==> src/hw/rtl/axfp_pkg.sv <==
`timescale 1ns / 1ps
// ----------------------------------------------------------------------------
// axfp_pkg
// Shared types, constants and digit arithmetic for the ascii xy frame parser.
// ----------------------------------------------------------------------------
package axfp_pkg;

	localparam int GroupLen   = 5;
	localparam int IdxW       = 3;
	localparam int ByteW      = 8;
	localparam int PosW       = 19;
	localparam int LoW        = 13;
	localparam int CfgIdxW    = 1;
	localparam int QueueDepth = 2;

	localparam logic [ByteW-1:0] HeaderReset  = 8'hCC;
	localparam logic [ByteW-1:0] TrailerReset = 8'hDD;

	typedef enum logic [CfgIdxW-1:0] {
		CFG_HEADER  = 1'b0,
		CFG_TRAILER = 1'b1
	} cfg_reg_t;

	typedef enum logic [1:0] {
		PH_HUNT  = 2'd0,
		PH_X     = 2'd1,
		PH_Y     = 2'd2,
		PH_TRAIL = 2'd3
	} phase_t;

	// digits used per value: chars 0, 2, 3, 4 (char 1 carries no weight)
	typedef struct packed {
		logic [3:0][ByteW-1:0] x_dig;
		logic [3:0][ByteW-1:0] y_dig;
	} frame_t;

	typedef struct packed {
		logic   valid;
		frame_t frame;
	} push_t;

	// thousands and hundreds part: (c0-48)*1000 + (c2-48)*100
	function automatic logic signed [PosW-1:0] hi_part(input logic [ByteW-1:0] c0,
			input logic [ByteW-1:0] c2);
		logic signed [PosW-1:0] d0;
		logic signed [PosW-1:0] d2;
		d0 = $signed({{(PosW-ByteW){1'b0}}, c0}) - 19'sd48;
		d2 = $signed({{(PosW-ByteW){1'b0}}, c2}) - 19'sd48;
		return d0 * 19'sd1000 + d2 * 19'sd100;
	endfunction

	// tens and units part: (c3-48)*10 + (c4-48)
	function automatic logic signed [LoW-1:0] lo_part(input logic [ByteW-1:0] c3,
			input logic [ByteW-1:0] c4);
		logic signed [LoW-1:0] d3;
		logic signed [LoW-1:0] d4;
		d3 = $signed({{(LoW-ByteW){1'b0}}, c3}) - 13'sd48;
		d4 = $signed({{(LoW-ByteW){1'b0}}, c4}) - 13'sd48;
		return d3 * 13'sd10 + d4;
	endfunction

endpackage

==> src/hw/rtl/axfp_front.sv <==
`timescale 1ns / 1ps
// ----------------------------------------------------------------------------
// axfp_front
// Frame hunt and character capture; hands complete frames to the queue.
// ----------------------------------------------------------------------------
module axfp_front (
	input  logic                                clk,
	input  logic                                arst_n,
	input  logic                                in_valid,
	output logic                                in_ready,
	input  logic [axfp_pkg::ByteW-1:0]          rx_byte,
	input  logic                                cfg_valid,
	input  logic [axfp_pkg::CfgIdxW-1:0]        cfg_index,
	input  logic [axfp_pkg::ByteW-1:0]          cfg_data,
	input  logic                                q_full,
	output axfp_pkg::push_t                     push
);

	axfp_pkg::phase_t               phase_q, phase_d;
	logic [axfp_pkg::IdxW-1:0]      idx_q, idx_d;
	logic [axfp_pkg::ByteW-1:0]     header_q;
	logic [axfp_pkg::ByteW-1:0]     trailer_q;
	logic [axfp_pkg::ByteW-1:0]     x_chars_q [axfp_pkg::GroupLen];
	logic [axfp_pkg::ByteW-1:0]     y_chars_q [axfp_pkg::GroupLen];
	logic                           beat;
	logic                           wr_x;
	logic                           wr_y;
	logic                           last_char;

	assign in_ready  = !q_full;
	assign beat      = in_valid && in_ready;
	assign last_char = (idx_q == axfp_pkg::IdxW'(axfp_pkg::GroupLen - 1));

	always_ff @(posedge clk or negedge arst_n) begin
		if (!arst_n) begin
			header_q  <= axfp_pkg::HeaderReset;
			trailer_q <= axfp_pkg::TrailerReset;
		end else if (cfg_valid) begin
			if (cfg_index == axfp_pkg::CFG_HEADER) begin
				header_q <= cfg_data;
			end else begin
				trailer_q <= cfg_data;
			end
		end
	end

	always_ff @(posedge clk or negedge arst_n) begin
		if (!arst_n) begin
			phase_q <= axfp_pkg::PH_HUNT;
			idx_q   <= '0;
		end else begin
			phase_q <= phase_d;
			idx_q   <= idx_d;
		end
	end

	always_comb begin
		phase_d      = phase_q;
		idx_d        = idx_q;
		wr_x         = 1'b0;
		wr_y         = 1'b0;
		push.valid   = 1'b0;
		push.frame.x_dig = {x_chars_q[4], x_chars_q[3], x_chars_q[2], x_chars_q[0]};
		push.frame.y_dig = {y_chars_q[4], y_chars_q[3], y_chars_q[2], y_chars_q[0]};
		if (beat) begin
			case (phase_q)
				axfp_pkg::PH_HUNT: begin
					if (rx_byte == header_q) begin
						phase_d = axfp_pkg::PH_X;
					end
				end
				axfp_pkg::PH_X: begin
					wr_x  = 1'b1;
					idx_d = last_char ? '0 : idx_q + 1'b1;
					if (last_char) begin
						phase_d = axfp_pkg::PH_Y;
					end
				end
				axfp_pkg::PH_Y: begin
					wr_y  = 1'b1;
					idx_d = last_char ? '0 : idx_q + 1'b1;
					if (last_char) begin
						phase_d = axfp_pkg::PH_TRAIL;
					end
				end
				axfp_pkg::PH_TRAIL: begin
					// bad trailer drops the frame without a result
					push.valid = (rx_byte == trailer_q);
					phase_d    = axfp_pkg::PH_HUNT;
					idx_d      = '0;
				end
				default: begin
					phase_d = axfp_pkg::PH_HUNT;
					idx_d   = '0;
				end
			endcase
		end
	end

	always_ff @(posedge clk) begin
		if (wr_x) begin
			x_chars_q[idx_q] <= rx_byte;
		end
		if (wr_y) begin
			y_chars_q[idx_q] <= rx_byte;
		end
	end

endmodule

==> src/hw/rtl/axfp_queue.sv <==
`timescale 1ns / 1ps
// ----------------------------------------------------------------------------
// axfp_queue
// Short frame queue between the parsing front and the decode back end.
// ----------------------------------------------------------------------------
module axfp_queue #(
	parameter int DEPTH = axfp_pkg::QueueDepth
) (
	input  logic             clk,
	input  logic             arst_n,
	input  axfp_pkg::push_t  push,
	input  logic             pop,
	output logic             q_valid,
	output logic             q_full,
	output axfp_pkg::frame_t q_frame
);

	localparam int PtrW = (DEPTH > 1) ? $clog2(DEPTH) : 1;
	localparam int CntW = $clog2(DEPTH + 1);

	axfp_pkg::frame_t  mem_q [DEPTH];
	logic [PtrW-1:0]   wr_ptr_q;
	logic [PtrW-1:0]   rd_ptr_q;
	logic [CntW-1:0]   count_q;
	logic              do_pop;

	assign q_valid = (count_q != '0);
	assign q_full  = (count_q == CntW'(DEPTH));
	assign q_frame = mem_q[rd_ptr_q];
	assign do_pop  = pop && q_valid;

	always_ff @(posedge clk or negedge arst_n) begin
		if (!arst_n) begin
			wr_ptr_q <= '0;
			rd_ptr_q <= '0;
			count_q  <= '0;
		end else begin
			if (push.valid) begin
				wr_ptr_q <= (wr_ptr_q == PtrW'(DEPTH - 1)) ? '0 : wr_ptr_q + 1'b1;
			end
			if (do_pop) begin
				rd_ptr_q <= (rd_ptr_q == PtrW'(DEPTH - 1)) ? '0 : rd_ptr_q + 1'b1;
			end
			if (push.valid && !do_pop) begin
				count_q <= count_q + 1'b1;
			end else if (!push.valid && do_pop) begin
				count_q <= count_q - 1'b1;
			end
		end
	end

	always_ff @(posedge clk) begin
		if (push.valid) begin
			mem_q[wr_ptr_q] <= push.frame;
		end
	end

endmodule

==> src/hw/rtl/axfp_back.sv <==
`timescale 1ns / 1ps
// ----------------------------------------------------------------------------
// axfp_back
// Two-stage decimal decode of queued frames with a registered result beat.
// ----------------------------------------------------------------------------
module axfp_back (
	input  logic                                 clk,
	input  logic                                 arst_n,
	input  logic                                 q_valid,
	input  axfp_pkg::frame_t                     q_frame,
	output logic                                 pop,
	output logic                                 out_valid,
	input  logic                                 out_ready,
	output logic signed [axfp_pkg::PosW-1:0]     pos_x,
	output logic signed [axfp_pkg::PosW-1:0]     pos_y
);

	localparam int ExtW = axfp_pkg::PosW - axfp_pkg::LoW;

	logic                                valid_s1;
	logic signed [axfp_pkg::PosW-1:0]    x_hi_s1;
	logic signed [axfp_pkg::PosW-1:0]    y_hi_s1;
	logic signed [axfp_pkg::LoW-1:0]     x_lo_s1;
	logic signed [axfp_pkg::LoW-1:0]     y_lo_s1;
	logic                                out_valid_q;
	logic signed [axfp_pkg::PosW-1:0]    pos_x_q;
	logic signed [axfp_pkg::PosW-1:0]    pos_y_q;
	logic                                out_free;
	logic                                s1_load;

	assign out_free  = !out_valid_q || out_ready;
	assign s1_load   = !valid_s1 || out_free;
	assign pop       = s1_load && q_valid;
	assign out_valid = out_valid_q;
	assign pos_x     = pos_x_q;
	assign pos_y     = pos_y_q;

	always_ff @(posedge clk or negedge arst_n) begin
		if (!arst_n) begin
			valid_s1    <= 1'b0;
			out_valid_q <= 1'b0;
		end else begin
			if (s1_load) begin
				valid_s1 <= q_valid;
			end
			if (out_free) begin
				out_valid_q <= valid_s1;
			end
		end
	end

	always_ff @(posedge clk) begin
		if (pop) begin
			x_hi_s1 <= axfp_pkg::hi_part(q_frame.x_dig[0], q_frame.x_dig[1]);
			x_lo_s1 <= axfp_pkg::lo_part(q_frame.x_dig[2], q_frame.x_dig[3]);
			y_hi_s1 <= axfp_pkg::hi_part(q_frame.y_dig[0], q_frame.y_dig[1]);
			y_lo_s1 <= axfp_pkg::lo_part(q_frame.y_dig[2], q_frame.y_dig[3]);
		end
		if (out_free && valid_s1) begin
			pos_x_q <= x_hi_s1 + {{ExtW{x_lo_s1[axfp_pkg::LoW-1]}}, x_lo_s1};
			pos_y_q <= y_hi_s1 + {{ExtW{y_lo_s1[axfp_pkg::LoW-1]}}, y_lo_s1};
		end
	end

endmodule

==> src/hw/rtl/ascii_xy_frame_parser_unit.sv <==
`timescale 1ns / 1ps
// ----------------------------------------------------------------------------
// ascii_xy_frame_parser_unit
// Parses header / five x chars / five y chars / trailer frames into decimal x, y.
// ----------------------------------------------------------------------------
//
//  channel  | handshake               | payload
//  ---------+-------------------------+------------------------------------
//  input    | in_valid / in_ready     | rx_byte (8b)
//  config   | cfg_valid / cfg_ready   | cfg_index (0 header, 1 trailer), cfg_data
//  result   | out_valid / out_ready   | pos_x, pos_y (19b signed)
//
// one rx_byte beat per cycle unless the queue is full; each byte steps the front
// a result beat follows the trailer beat through the queue head, the decode
// stage and the output register
// in_ready drops only when the frame queue is full, which needs a stalled result
// cfg_ready is always high; reset clears control state and loads 0xcc / 0xdd
//
module ascii_xy_frame_parser_unit #(
	parameter int QUEUE_DEPTH = axfp_pkg::QueueDepth
) (
	input  logic                                 clk,
	input  logic                                 arst_n,
	input  logic                                 in_valid,
	output logic                                 in_ready,
	input  logic [axfp_pkg::ByteW-1:0]           rx_byte,
	input  logic                                 cfg_valid,
	output logic                                 cfg_ready,
	input  logic [axfp_pkg::CfgIdxW-1:0]         cfg_index,
	input  logic [axfp_pkg::ByteW-1:0]           cfg_data,
	output logic                                 out_valid,
	input  logic                                 out_ready,
	output logic signed [axfp_pkg::PosW-1:0]     pos_x,
	output logic signed [axfp_pkg::PosW-1:0]     pos_y
);

	axfp_pkg::push_t  push;
	axfp_pkg::frame_t q_frame;
	logic             q_valid;
	logic             q_full;
	logic             pop;

	assign cfg_ready = 1'b1;

	axfp_front u_front (
		.clk       (clk),
		.arst_n    (arst_n),
		.in_valid  (in_valid),
		.in_ready  (in_ready),
		.rx_byte   (rx_byte),
		.cfg_valid (cfg_valid),
		.cfg_index (cfg_index),
		.cfg_data  (cfg_data),
		.q_full    (q_full),
		.push      (push)
	);

	axfp_queue #(
		.DEPTH (QUEUE_DEPTH)
	) u_queue (
		.clk     (clk),
		.arst_n  (arst_n),
		.push    (push),
		.pop     (pop),
		.q_valid (q_valid),
		.q_full  (q_full),
		.q_frame (q_frame)
	);

	axfp_back u_back (
		.clk       (clk),
		.arst_n    (arst_n),
		.q_valid   (q_valid),
		.q_frame   (q_frame),
		.pop       (pop),
		.out_valid (out_valid),
		.out_ready (out_ready),
		.pos_x     (pos_x),
		.pos_y     (pos_y)
	);

endmodule

==> config.mk <==
export PLATFORM = sky130hd
export DESIGN_NAME = ascii_xy_frame_parser_unit
export DESIGN_NICKNAME = d
export VERILOG_FILES = /design/src/hw/rtl/axfp_pkg.sv /design/src/hw/rtl/axfp_front.sv /design/src/hw/rtl/axfp_queue.sv /design/src/hw/rtl/axfp_back.sv /design/src/hw/rtl/ascii_xy_frame_parser_unit.sv
export SDC_FILE = /design/constraint.sdc
export NUM_CORES = 1
export LEC_CHECK = 0
export ABC_AREA = 1
export CAP_MARGIN = 20
export CORE_MARGIN = 1.5
export CORE_UTILIZATION = 53
export CTS_CLUSTER_SIZE = 12
export DETAILED_ROUTE_END_ITERATION = 10
export DONT_BUFFER_PORTS = 1
export PLACE_DENSITY = 0.68
export REMOVE_ABC_BUFFERS = 1
export SKIP_LAST_GASP = 1
export SLEW_MARGIN = 30
export SYNTH_ARGS = -nofsm -noshare
export SYNTH_HDL_FRONTEND = slang
export SYNTH_SLANG_ARGS = --single-unit
==> constraint.sdc <==
create_clock -name clk -period 19.6 [get_ports clk]
set_clock_uncertainty 0.15 [all_clocks]
set_input_delay 0 -clock clk [delete_from_list [all_inputs] [get_ports clk]]
set_output_delay 0 -clock clk [all_outputs]
set_load 0.03 [all_outputs]
# Word-level counts from Yosys, hierarchy flattened
# Memory sizes are Yosys's and may differ from the RTL's.
# Index checks and enable logic that the tools add are counted.
[word_totals]
word_cells = 98
mem_count = 3
ff_bits = 129
inputBits = 22
out_inout_bits = 41
mem_bits_rw = 208
[classes]
n_mul = 6
n_reduce_logical = 22
bitwise_logic = 1
addsub = 19
n_eq_ne = 10
muxes = 22
[memory_table]
columns = ["memory", "depth", "word_bits", "read_ports", "rd_clocked_by_memory_dff", "wr", "line_no", "rtl"]
rows = [
  ["u_queue.mem_q", 2, 64, 1, 0, 1, "axfp_queue.sv:21", "axfp_pkg::frame_t mem_q [DEPTH];"],
  ["u_front.x_chars_q", 5, 8, 4, 0, 1, "axfp_front.sv:23", "logic [axfp_pkg::ByteW-1:0] x_chars_q [axfp_pkg::GroupLen];"],
  ["u_front.y_chars_q", 5, 8, 4, 0, 1, "axfp_front.sv:24", "logic [axfp_pkg::ByteW-1:0] y_chars_q [axfp_pkg::GroupLen];"],
]
[op_table]
columns = ["op", "n"]
rows = [
  ["$add A19 B19 Y19", 4],
  ["$sub A8 B6 Y9 const B", 8],
  ["$mul A19 B6 Y17 const B", 2],
  ["$mul A19 B8 Y16 const B", 2],
  ["$add A13 B13 Y13", 2],
  ["$mul A13 B4 Y12 const B", 2],
  ["$eq A8 B8 Y1", 2],
  ["$mux W1", 14],
  ["$mux W2", 5],
  ["$pmux W2 S4", 1],
  ["$eq A2 B2 Y1 const B", 3],
  ["$logic_and A1 B1 Y1", 6],
  ["$ne A2 B1 Y1 const B", 3],
  ["$pmux W3 S2", 1],
  ["$reduce_and A2 Y1", 3],
  ["$reduce_bool A2 Y1", 3],
  ["$logic_not A1 Y1", 5],
  ["$reduce_and A4 Y1", 1],
  ["$add A3 B1 Y3 const B", 1],
  ["$eq A3 B3 Y1 const B", 1],
  ["$mux W3", 1],
  ["$add A1 B1 Y1 const B", 2],
  ["$add A2 B1 Y2 const B", 1],
  ["$eq A2 B1 Y1 const B", 1],
  ["other kinds (5)", 6],
]

# Logic depth before layout (Yosys ltp)
# Gate-level depths: netlist (run 1).
[logic_depth]
depth_word = 8
ltp_mapped = 38
depth_no_buf = 37

# Cells and area by module
# A second synthesis (run 1) with hierarchy kept.
[unflattened]
hier_cells = 2255
area_unflattened_um2 = 21882.2
[by_module_without_submodules]
columns = ["module", "area_per_inst_um2", "cells_per_inst", "seq_area_each_um2", "n_inst"]
rows = [
  ["axfp_back", 13795.7, 1660, 2992.9, 1],
  ["axfp_queue", 4868.4, 362, 3943.8, 1],
  ["axfp_front", 3206.8, 231, 2459.9, 1],
  ["ascii_xy_frame_parser_unit", 11.3, 2, 0.0, 1],
]

# Worst setup path before layout (run 1)
# OpenSTA, ideal clock, no wires.
[synth_path]
path_kind = "reg-to-reg"
start = "reg u_queue.rd_ptr_q"
end = "reg u_back.x_hi_s1[18] (netlist name) (data pin)"
setup_time_ns = 0.252
stages_incl_launch_ff = 35
synth_period_minus_slack_ns = 6.242
path_buffers = 2
t_required_ns = 19.198
t_arrival_ns = 5.840
slack_ns = 13.358
path_cell_list = "dfrtp_1 -> buf_6 -> buf_6 -> o21ai_2 -> inv_2 -> ha_1 -> xor2_1 -> inv_1 -> ha_1 -> inv_1 -> xor2_1 -> fa_1 -> fa_1 -> inv_1 -> fa_1 -> inv_1 -> ha_1 -> a21oi_1 -> o21ai_0 -> a21oi_1 -> nor2_1 -> nor2_1 -> xor2_1 -> inv_1 -> ha_1 -> nand2_1 -> nand2_1 -> nand2_1 -> nand2_1 -> a21oi_1 -> o21ai_0 -> a21oi_1 -> inv_1 -> nand2_1 -> nand2_1"
[synth_via]
elab_chain_len = 4
word_cells_on_any_way = 6
cone_classes = "add/sub: 3; mul: 2; memory: 1"
[synth_lines]
columns = ["item", "line_no", "rtl"]
rows = [
  ["start: declaration", "axfp_queue.sv:23", "logic [PtrW-1:0] rd_ptr_q;"],
  ["start signal: assignment", "axfp_queue.sv:42", "rd_ptr_q <= (rd_ptr_q == PtrW'(DEPTH - 1)) ? '0 : rd_ptr_q + 1'b1;"],
  ["$mem_v2 Z2 W64 *", "--", ""],
  ["$sub A8 B6 Y9, on equally long branches", "axfp_pkg.sv:47, axfp_pkg.sv:48", ""],
  ["$mul A19 B8 Y16 or $mul A19 B6 Y17 (tied branches)", "axfp_pkg.sv:49", "return d0 * 19'sd1000 + d2 * 19'sd100;"],
  ["$add A19 B19 Y19 *", "axfp_pkg.sv:49", ""],
  ["end signal: assignment", "axfp_back.sv:54", "x_hi_s1 <= axfp_pkg::hi_part(q_frame.x_dig[0], q_frame.x_dig[1]);"],
  ["end: declaration", "axfp_back.sv:21", "logic signed [axfp_pkg::PosW-1:0] x_hi_s1;"],
]
# Mark *: on every way between the ends. The rest lies on a longest branch, timed or not.
# A chain may end at the register's enable or synchronous reset.

# Final worst setup path (run 1)
[layout_path]
start = "reg u_queue.rd_ptr_q"
end = "reg u_back.y_hi_s1[18] (netlist name) (data pin)"
[layout_via]
elab_chain_len = 4
word_cells_on_any_way = 6
cone_classes = "add/sub: 3; mul: 2; memory: 1"
[layout_lines]
columns = ["item", "line_no", "rtl"]
rows = [
  ["$mem_v2 Z2 W64 *", "--", ""],
  ["$sub A8 B6 Y9, on equally long branches", "axfp_pkg.sv:47, axfp_pkg.sv:48", ""],
  ["$mul A19 B8 Y16 or $mul A19 B6 Y17 (tied branches)", "axfp_pkg.sv:49", ""],
  ["$add A19 B19 Y19 *", "axfp_pkg.sv:49", ""],
  ["end signal: assignment", "axfp_back.sv:56", "y_hi_s1 <= axfp_pkg::hi_part(q_frame.y_dig[0], q_frame.y_dig[1]);"],
  ["end: declaration", "axfp_back.sv:22", "logic signed [axfp_pkg::PosW-1:0] y_hi_s1;"],
]
# Marks and branches as above.

==> impl_metrics.json, run 1 <==
{
  "outcome": "completed",
  "grt_setup_unrepaired": "no",
  "r2r_slack_ps": 12400,
  "rows": 73,
  "grt_max_degree": 65,
  "grt_pass1_wl_um": 70300,
  "antenna_found_initial": 5,
  "synth_area_um2": 21400,
  "multi_input_area_um2": 10500,
  "tightest_slew_ps": 899,
  "viasPerCell": 5.18,
  "fillers": 3307,
  "avgSynthCellArea_um2": 9.93,
  "core_area_um2": 39700,
  "dieWidth_um": 204,
  "drv_cap": 0,
  "dieArea_um2": 41500,
  "clk_pin_slew_ps": 60,
  "cpMostUsedCell": "nand2_1",
  "hold_path_class": "in2reg",
  "clockBufferDepth": 3,
  "path_max_fanout": 36,
  "synth_seq_area_share_pct": 44.0,
  "start_util_pct": 53.8,
  "cts_setup_buffers": 0,
  "netlist_instances": 2152,
  "synthDistinctLibCells": 49,
  "top_level_ports": 63,
  "routed_wirelength_um": 42000,
  "via_count": 14320,
  "cts.sinks": 317,
  "hpwl_um": 30500,
  "cp_slowest_cell": "dfrtp_2",
  "crit_type": "reg2reg",
  "clk_latency_ps": 540,
  "fin_crit_sh_pct": 36.7,
  "cts_tree": "yes",
  "cts_max_level": 2,
  "setup_viol": 0,
  "grt_pass1_vias": 14436,
  "cts_root_buf": "clkbuf_16",
  "areaGrowthSynthToFinish_pct": 9.68,
  "crit_arrival_ps": 7360,
  "cpPeakStageDelay_ps": 840,
  "fmax_mhz": 139,
  "drc": 0,
  "numCtsBuffers": 36,
  "crit_required_ps": 19760,
  "cp-start-kind": "register",
  "ys_async_sr_fraction_pct": 8.52,
  "cts_resized": 0,
  "dieHeight_um": 204,
  "first_pass_iters": 5,
  "postCtsHoldBufs": 33,
  "gp_routability_congestion": 0.861,
  "io_buffers": 0,
  "finalMaxSlewViolations": 0,
  "yosys_warnings": 0,
  "tns_ps": 0,
  "drt_iter0_drc": 715,
  "crit_path_end_kind": "register",
  "synth_seq_cells": 317,
  "wl_per_cell_um": 15.2,
  "ys_dominant_reg_cell": "edfxtp_1",
  "min_period_ps": 7200,
  "ant_nets": 0,
  "relSlewSlack_pct": 40.1,
  "grt-ovfl-total": 0,
  "final_nets": 2569,
  "hold_viol": 0,
  "grt_usage_pct": 21.1,
  "register_area_um2": 9400,
  "synth_edf_count": 290,
  "drive_gt1_share_pct": 5.27
}
[critical path: cells and delay by family, from the launching register on]
| kind | cells | cell delay [ps] |
|---|---|---|
| simple gates | 10 | 820 |
| fa+ha+maj | 7 | 2770 |
| compound gates | 4 | 710 |
| flops | 1 | 840 |
| xor+xnor | 2 | 430 |
| buf+inv | 8 | 1200 |
[kinds of logic (layout without fill, tap and decap cells)]
group	Yosys count	after routing	synth area share (%)
simple gates	697	697	13.7
other cells	2	4	0.0352
compound gates	257	257	6.65
flops	317	317	44.0
xor+xnor	155	155	6.42
fa+ha+maj	334	334	22.2
buf+inv	390	476	7.06
[routing by layer]
layer | global-route usage (%) | vias to the layer above | wire (um)
met1 | 28.3 | 6762 | 19700
met3 | 2.97 | 68 | 1580
met5 | 0 | - | 36
li1 | - | 7241 | -
met2 | 35.5 | 243 | 19600
met4 | 6.24 | 6 | 998
[path summary, 6_finish.rpt]
path | startpoint | to | cells after the start
max | u_queue.rd_ptr_q$_DFFE_PN0P_ | u_back.y_hi_s1[18]$_DFFE_PP_ | 31
min | rx_byte[1] | u_front.phase_q[0]$_DFFE_PN0P_ | 8
max reg2reg | u_queue.rd_ptr_q$_DFFE_PN0P_ | u_back.y_hi_s1[18]$_DFFE_PP_ | 31
min reg2reg | u_back.y_lo_s1[1]$_DFFE_PP_ | u_back.pos_y[1]$_DFFE_PP_ | 0
max in group asynchronous | arst_n | u_front.header_q[7]$_DFFE_PN1P_ | 4
min in group asynchronous | arst_n | u_front.phase_q[0]$_DFFE_PN0P_ | 4
[placed cells by master (no fill, tap or decap), drive strengths merged, types with 54 or more instances in the layout]
cell type    n
inv        376
ha         260
nand2      466
edfxtp     290
xnor2       54
o21ai      104
nor2        85
a21oi      110
fa          74
nand3       81
xor2       101
[state kept, by name (all words and copies together) (netlist names), 17 cells and up]
name / flops
u_back.pos_x: 19
u_back.pos_y: 19
u_back.x_hi_s1: 17
u_back.y_hi_s1: 17
u_front.x_chars_q: 32
u_front.y_chars_q: 32
u_queue.mem_q: 128
[synthesized netlist by cell type, drive strengths merged (3+ instances only)]
library cell,number,area [um2]
or2,26,163
a31oi,4,25.0
a21o,8,60.1
inv,373,1400
o211ai,3,22.5
nand4,17,106
nand2,466,1760
fa,74,1480
a21oi,110,551
buf,15,100
nand3,81,415
ha,260,3250
o21ai,104,551
o31ai,8,60.1
nor2,85,347
a211oi,3,22.5
nor3,13,65.1
dfstp,10,263
nand3b,7,52.6
dfrtp,17,425
edfxtp,290,8710
o21bai,3,22.5
o21a,5,37.5
xor2,101,892
xnor2,54,480
[cell type report]
cell class,instances,area share (%)
Sequential cell,317,40.1
Inverter,373,5.97
Antenna cell,1,0.0107
Timing Repair Buffer,39,1.69
Multi-Input combinational cell,1446,44.8
Tap cell,525,2.80
Clock buffer,50,4.15
Clock inverter,14,0.497
[through the flow]
step	area, um2	setup slack [ps]	hold slack (ps)	std cells	utilization [%]
finish	23400	12400	21.9	2765	59.0
global route	23400	11900	29.7	2765	59.0
CTS	23400	12390	3.85	2764	59.0
detailed placement	22000	12390	-444	2667	55.3
global placement	22000	12520	-444	2667	55.3
floorplan	21300	12280	-446	2136	-
Power of run 1 is not shown: default switching activity piles up to over one toggle a cycle in this logic, so the estimate is an artifact.
==> run 2: changes to the inputs <==
==> constraint.sdc (replaced) <==
create_clock -name clk -period 7.5 [get_ports clk]
set_clock_uncertainty 0.15 [all_clocks]
set_input_delay 0 -clock clk [delete_from_list [all_inputs] [get_ports clk]]
set_output_delay 0 -clock clk [all_outputs]
set_load 0.03 [all_outputs]
==> run 2 against run 1 <==
  * Setup slack worse by 12000 ps
  * Hold slack better by 18 ps
  * Non-clock buffer count up 7
  * Via count up 0.12%
  * Maximum frequency up 5.5%
  * Utilization up 0.20 points
  * Critical path type unchanged
==> impl_metrics.json, run 2 (same netlist as run 1, synthesis figures left out) <==
{
  "top_regs": "u_queue.mem_q (128), u_front.x_chars_q (32), u_front.y_chars_q (32)",
  "r2r_slack_ps": 670,
  "hold_viol": 0,
  "place_area_um2": 22000,
  "crit_arrival_ps": 6990,
  "grt_pass1_vias": 14535,
  "rows": 73,
  "final_common_cell": "nand2_1",
  "final_cell_mix": "nand2_1 (461), inv_1 (363), edfxtp_1 (290)",
  "hold_path_class": "in2reg",
  "fin_crit_sh_pct": 91.0,
  "hpwl_um": 31000,
  "fmax_mhz": 146,
  "wl_per_cell_um": 15.2,
  "grt-ovfl-total": 0,
  "cts.sinks": 317,
  "crit_family": "adder cells",
  "clk_latency_ps": 550,
  "tightest_slew_ps": 902,
  "dieWidth_um": 204,
  "cp-start-kind": "register",
  "relSlewSlack_pct": 39.8,
  "cts_max_level": 2,
  "final_nets": 2577,
  "ant_nets": 0,
  "cts_root_buf": "clkbuf_16",
  "grt_setup_unrepaired": "no",
  "place_inst": 2670,
  "drv_cap": 0,
  "cp_slowest_cell": "dfrtp_2",
  "crit_cells": 33,
  "drt_iter0_drc": 856,
  "grt_max_degree": 65,
  "viasPerCell": 5.17,
  "crit_path_end_kind": "register",
  "crit_required_ps": 7660,
  "rr_startpoint": "u_queue.rd_ptr_q$_DFFE_PN0P_",
  "dieHeight_um": 204,
  "critPathLaunch": "u_queue.rd_ptr_q$_DFFE_PN0P_",
  "start_util_pct": 53.8,
  "largest_reg_flops": 128,
  "hold_slack_ps": 40.4,
  "first_pass_iters": 5,
  "min_period_ps": 6830,
  "endpoint": "u_back.x_hi_s1[18]$_DFFE_PP_",
  "fillers": 3313,
  "io_buffers": 0,
  "cts_tree": "yes",
  "grt_pass1_wl_um": 70600,
  "antenna_found_initial": 4,
  "dieArea_um2": 41500,
  "routed_wirelength_um": 42000,
  "grt_usage_pct": 21.2,
  "r2r-end": "u_back.x_hi_s1[18]$_DFFE_PP_",
  "outcome": "completed",
  "tns_ps": 0,
  "reg2reg_depth": 33,
  "cp.buffers_inverters": 7,
  "drive_gt1_share_pct": 5.43,
  "drc": 0,
  "gp_routability_congestion": 0.873,
  "setup_viol": 0,
  "cts_setup_buffers": 0,
  "areaGrowthSynthToFinish_pct": 10.0,
  "regMostFlops": "u_queue.mem_q",
  "path_max_fanout": 16,
  "finalNonFillerCells": 2772,
  "top_level_ports": 63,
  "via_count": 14337,
  "crit_type": "reg2reg",
  "cts_resized": 0,
  "cpPeakStageDelay_ps": 600,
  "clockBufferDepth": 3,
  "core_area_um2": 39700,
  "clk_pin_slew_ps": 60,
  "finalMaxSlewViolations": 0,
  "numCtsBuffers": 37,
  "postLayoutCellArea_um2": 23500
}
## run 2: cell types whose count changed in the layout (fill, tap and decap cells not counted), moves of 3 or more
cell / change
dlygate4sd3_1: +4
clkinv_1: +7
clkinvlp_4: +5
buf_4: +3
clkbuf_1: -8
## run 2: through the flow
stage                     worst slack (ps)  utilization [%]
after floorplan                        177                -
after global placement                 902             55.4
after detailed placement               727             55.4
after CTS                              699             59.2
after global routing                   125             59.2
final                                  673             59.2
## run 2: worst min-delay path by stage
stage | startpoint | endpoint | slack (ps) | depth (start not counted)
floorplan | arst_n | u_back.out_valid$_DFFE_PN0P_ | -450 | 0
global placement | arst_n | u_front.phase_q[1]$_DFFE_PN0P_ | -440 | 0
detailed placement | arst_n | u_front.phase_q[1]$_DFFE_PN0P_ | -440 | 0
CTS | cfg_data[4] | u_front.header_q[4]$_DFFE_PN0P_ | 3 | 3
global route | cfg_data[4] | u_front.header_q[4]$_DFFE_PN0P_ | 50 | 3
finish | cfg_data[1] | u_front.trailer_q[1]$_DFFE_PN0P_ | 40 | 3
## run 2: final cells by class
cell class / instances / area (um2) / share of cell area (%)
Inverter: 373 / 1400 / 5.96
Antenna cell: 1 / 2.50 / 0.0106
Sequential cell: 317 / 9400 / 40.0
Clock buffer: 42 / 966 / 4.11
Tap cell: 525 / 657 / 2.79
Clock inverter: 22 / 139 / 0.591
Timing Repair Buffer: 46 / 458 / 1.95
Multi-Input combinational cell: 1446 / 10500 / 44.6
## run 2: repair_timing
action	in CTS	in global routing
endpoints found under the setup margin	0	0
hold buffers	37	0
endpoints found under the hold margin	159	0
## run 2: worst register-to-register path, delay by kind of cell, from the launching register on
family,cells,cell delay [ps]
flops,1,600
xor+xnor,3,770
buf+inv,7,590
simple gates,9,660
compound gates,7,990
fa+ha+maj,7,2820
## run 2: per-layer routing
metal  share of wire [%]  global-route usage (%)  vias to the layer above
li1                    -                       -                     7250
met4                 2.6                    6.85                        2
met3                 4.6                    3.21                       72
met5               0.024                       0                        -
met2                  46                    34.8                      267
met1                  46                    29.0                     6746
Power of run 2 is left out for the same reason.
==> run 3: changes to the inputs <==
--- a/config.mk
+++ b/config.mk
@@ -12,7 +12,8 @@
 export CTS_CLUSTER_SIZE = 12
 export DETAILED_ROUTE_END_ITERATION = 10
 export DONT_BUFFER_PORTS = 1
-export PLACE_DENSITY = 0.68
+export PLACE_DENSITY = 0.67
+export RECOVER_POWER = 25
 export REMOVE_ABC_BUFFERS = 1
 export SKIP_LAST_GASP = 1
 export SLEW_MARGIN = 30
==> run 3 against run 2 <==
  * Sequential share of layout area stayed put
  * Register-to-register slack better by 80 ps
  * Critical path depth is 2 higher
  * Die area stayed put
  * Critical path type unchanged
  * Critical endpoint is now u_back.y_hi_s1[18]$_DFFE_PP_
  * Largest cell class unchanged
==> impl_metrics.json, run 3 (same netlist as run 1, synthesis figures left out) <==
{
  "drt_iter0_drc": 811,
  "regMostFlops": "u_queue.mem_q",
  "areaGrowthSynthToFinish_pct": 10.0,
  "fmax_mhz": 148,
  "fin_crit_sh_pct": 90.0,
  "min_period_ps": 6750,
  "cts_tree": "yes",
  "grt_setup_unrepaired": "no",
  "dieArea_um2": 41500,
  "clk_pin_slew_ps": 60,
  "via_count": 14318,
  "hold_path_class": "in2reg",
  "setup_viol": 0,
  "grt_pass1_vias": 14391,
  "cp_slowest_cell": "dfrtp_2",
  "crit_path_end_kind": "register",
  "grt_max_degree": 65,
  "top_level_ports": 63,
  "final_common_cell": "nand2_1",
  "hold_viol": 0,
  "start_util_pct": 53.8,
  "drv_cap": 0,
  "ant_nets": 0,
  "crit_arrival_ps": 6900,
  "gp_routability_congestion": 0.904,
  "io_buffers": 0,
  "outcome": "completed",
  "final_cell_mix": "nand2_1 (461), inv_1 (363), edfxtp_1 (290)",
  "tns_ps": 0,
  "cp-start-kind": "register",
  "final_nets": 2575,
  "grt-ovfl-total": 0,
  "drc": 0,
  "relSlewSlack_pct": 39.5,
  "largest_reg_flops": 128,
  "wl_per_cell_um": 14.9,
  "fillers": 3318,
  "path_max_fanout": 18,
  "viasPerCell": 5.17,
  "tightest_slew_ps": 907,
  "clockBufferDepth": 3,
  "cts_root_buf": "clkbuf_16",
  "numCtsBuffers": 36,
  "cts_setup_buffers": 0,
  "cpPeakStageDelay_ps": 540,
  "grt_pass1_wl_um": 69400,
  "hpwl_um": 30500,
  "rows": 73,
  "cpMostUsedCell": "nand2_1",
  "finalMaxSlewViolations": 0,
  "antenna_found_initial": 2,
  "dieWidth_um": 204,
  "crit_type": "reg2reg",
  "core_area_um2": 39700,
  "cts_max_level": 2,
  "clk_latency_ps": 550,
  "grt_usage_pct": 20.7,
  "drive_gt1_share_pct": 5.53,
  "cts.sinks": 317,
  "first_pass_iters": 6,
  "top_regs": "u_queue.mem_q (128), u_front.x_chars_q (32), u_front.y_chars_q (32)",
  "crit_required_ps": 7650,
  "routed_wirelength_um": 41400,
  "dieHeight_um": 204
}
run 3: path summary, 6_finish.rpt:
check	endpoint	from	cells past startpoint	slack (ps)
setup / recovery	u_back.y_hi_s1[18]$_DFFE_PP_	u_queue.rd_ptr_q$_DFFE_PN0P_	35	750
hold / removal	u_front.header_q[3]$_DFFE_PN1P_	cfg_data[3]	3	40
setup reg to reg	u_back.y_hi_s1[18]$_DFFE_PP_	u_queue.rd_ptr_q$_DFFE_PN0P_	35	750
hold reg to reg	u_back.pos_y[1]$_DFFE_PP_	u_back.y_lo_s1[1]$_DFFE_PP_	0	270
max in group asynchronous	u_front.trailer_q[4]$_DFFE_PN1P_	arst_n	4	6590
min in group asynchronous	u_queue.rd_ptr_q$_DFFE_PN0P_	arst_n	4	380
run 3: metal layers:
layer / GRT usage (%) / up-vias / routed length [um]
met3: 3.04 / 78 / 1510
met4: 5.82 / 2 / 866
li1: - / 7240 / -
met5: 0 / - / 11
met2: 34.4 / 220 / 19300
met1: 28.3 / 6778 / 19700
run 3: critical path, delay by kind of cell (launching register included):
kind            cells  cell delay (ps)
compound gates      6              950
fa+ha+maj           7             2750
buf+inv             8              870
flops               1              540
simple gates       12              860
xor+xnor            2              320
run 3: final cells by class:
class	instances	area, um2	area share, %
antenna	2	5.00	0.0213
clock inverter	15	163	0.692
multi-input combinational	1446	10500	44.6
timing repair buffer	45	445	1.89
sequential	317	9400	40.0
tap	525	657	2.79
inverter	373	1400	5.96
clock buffer	47	952	4.05
run 3: repair_timing:
item / 4_1_cts / 5_1_grt
resized for setup: 0 / 0
endpoints found under the hold margin: 117 / 0
hold buffers: 35 / 0
run 3: metrics by stage:
stage	instance area, um2	hold slack, ps	std cells	utilization [%]	setup slack (ps)
finish	23500	35.3	2770	59.2	750
global route	23500	31.3	2769	59.2	191
floorplan	21300	-446	2136	-	177
CTS	23500	1.78	2768	59.2	714
detailed placement	22000	-445	2671	55.4	713
global placement	22000	-445	2671	55.4	903
Power of run 3 is left out for the same reason.
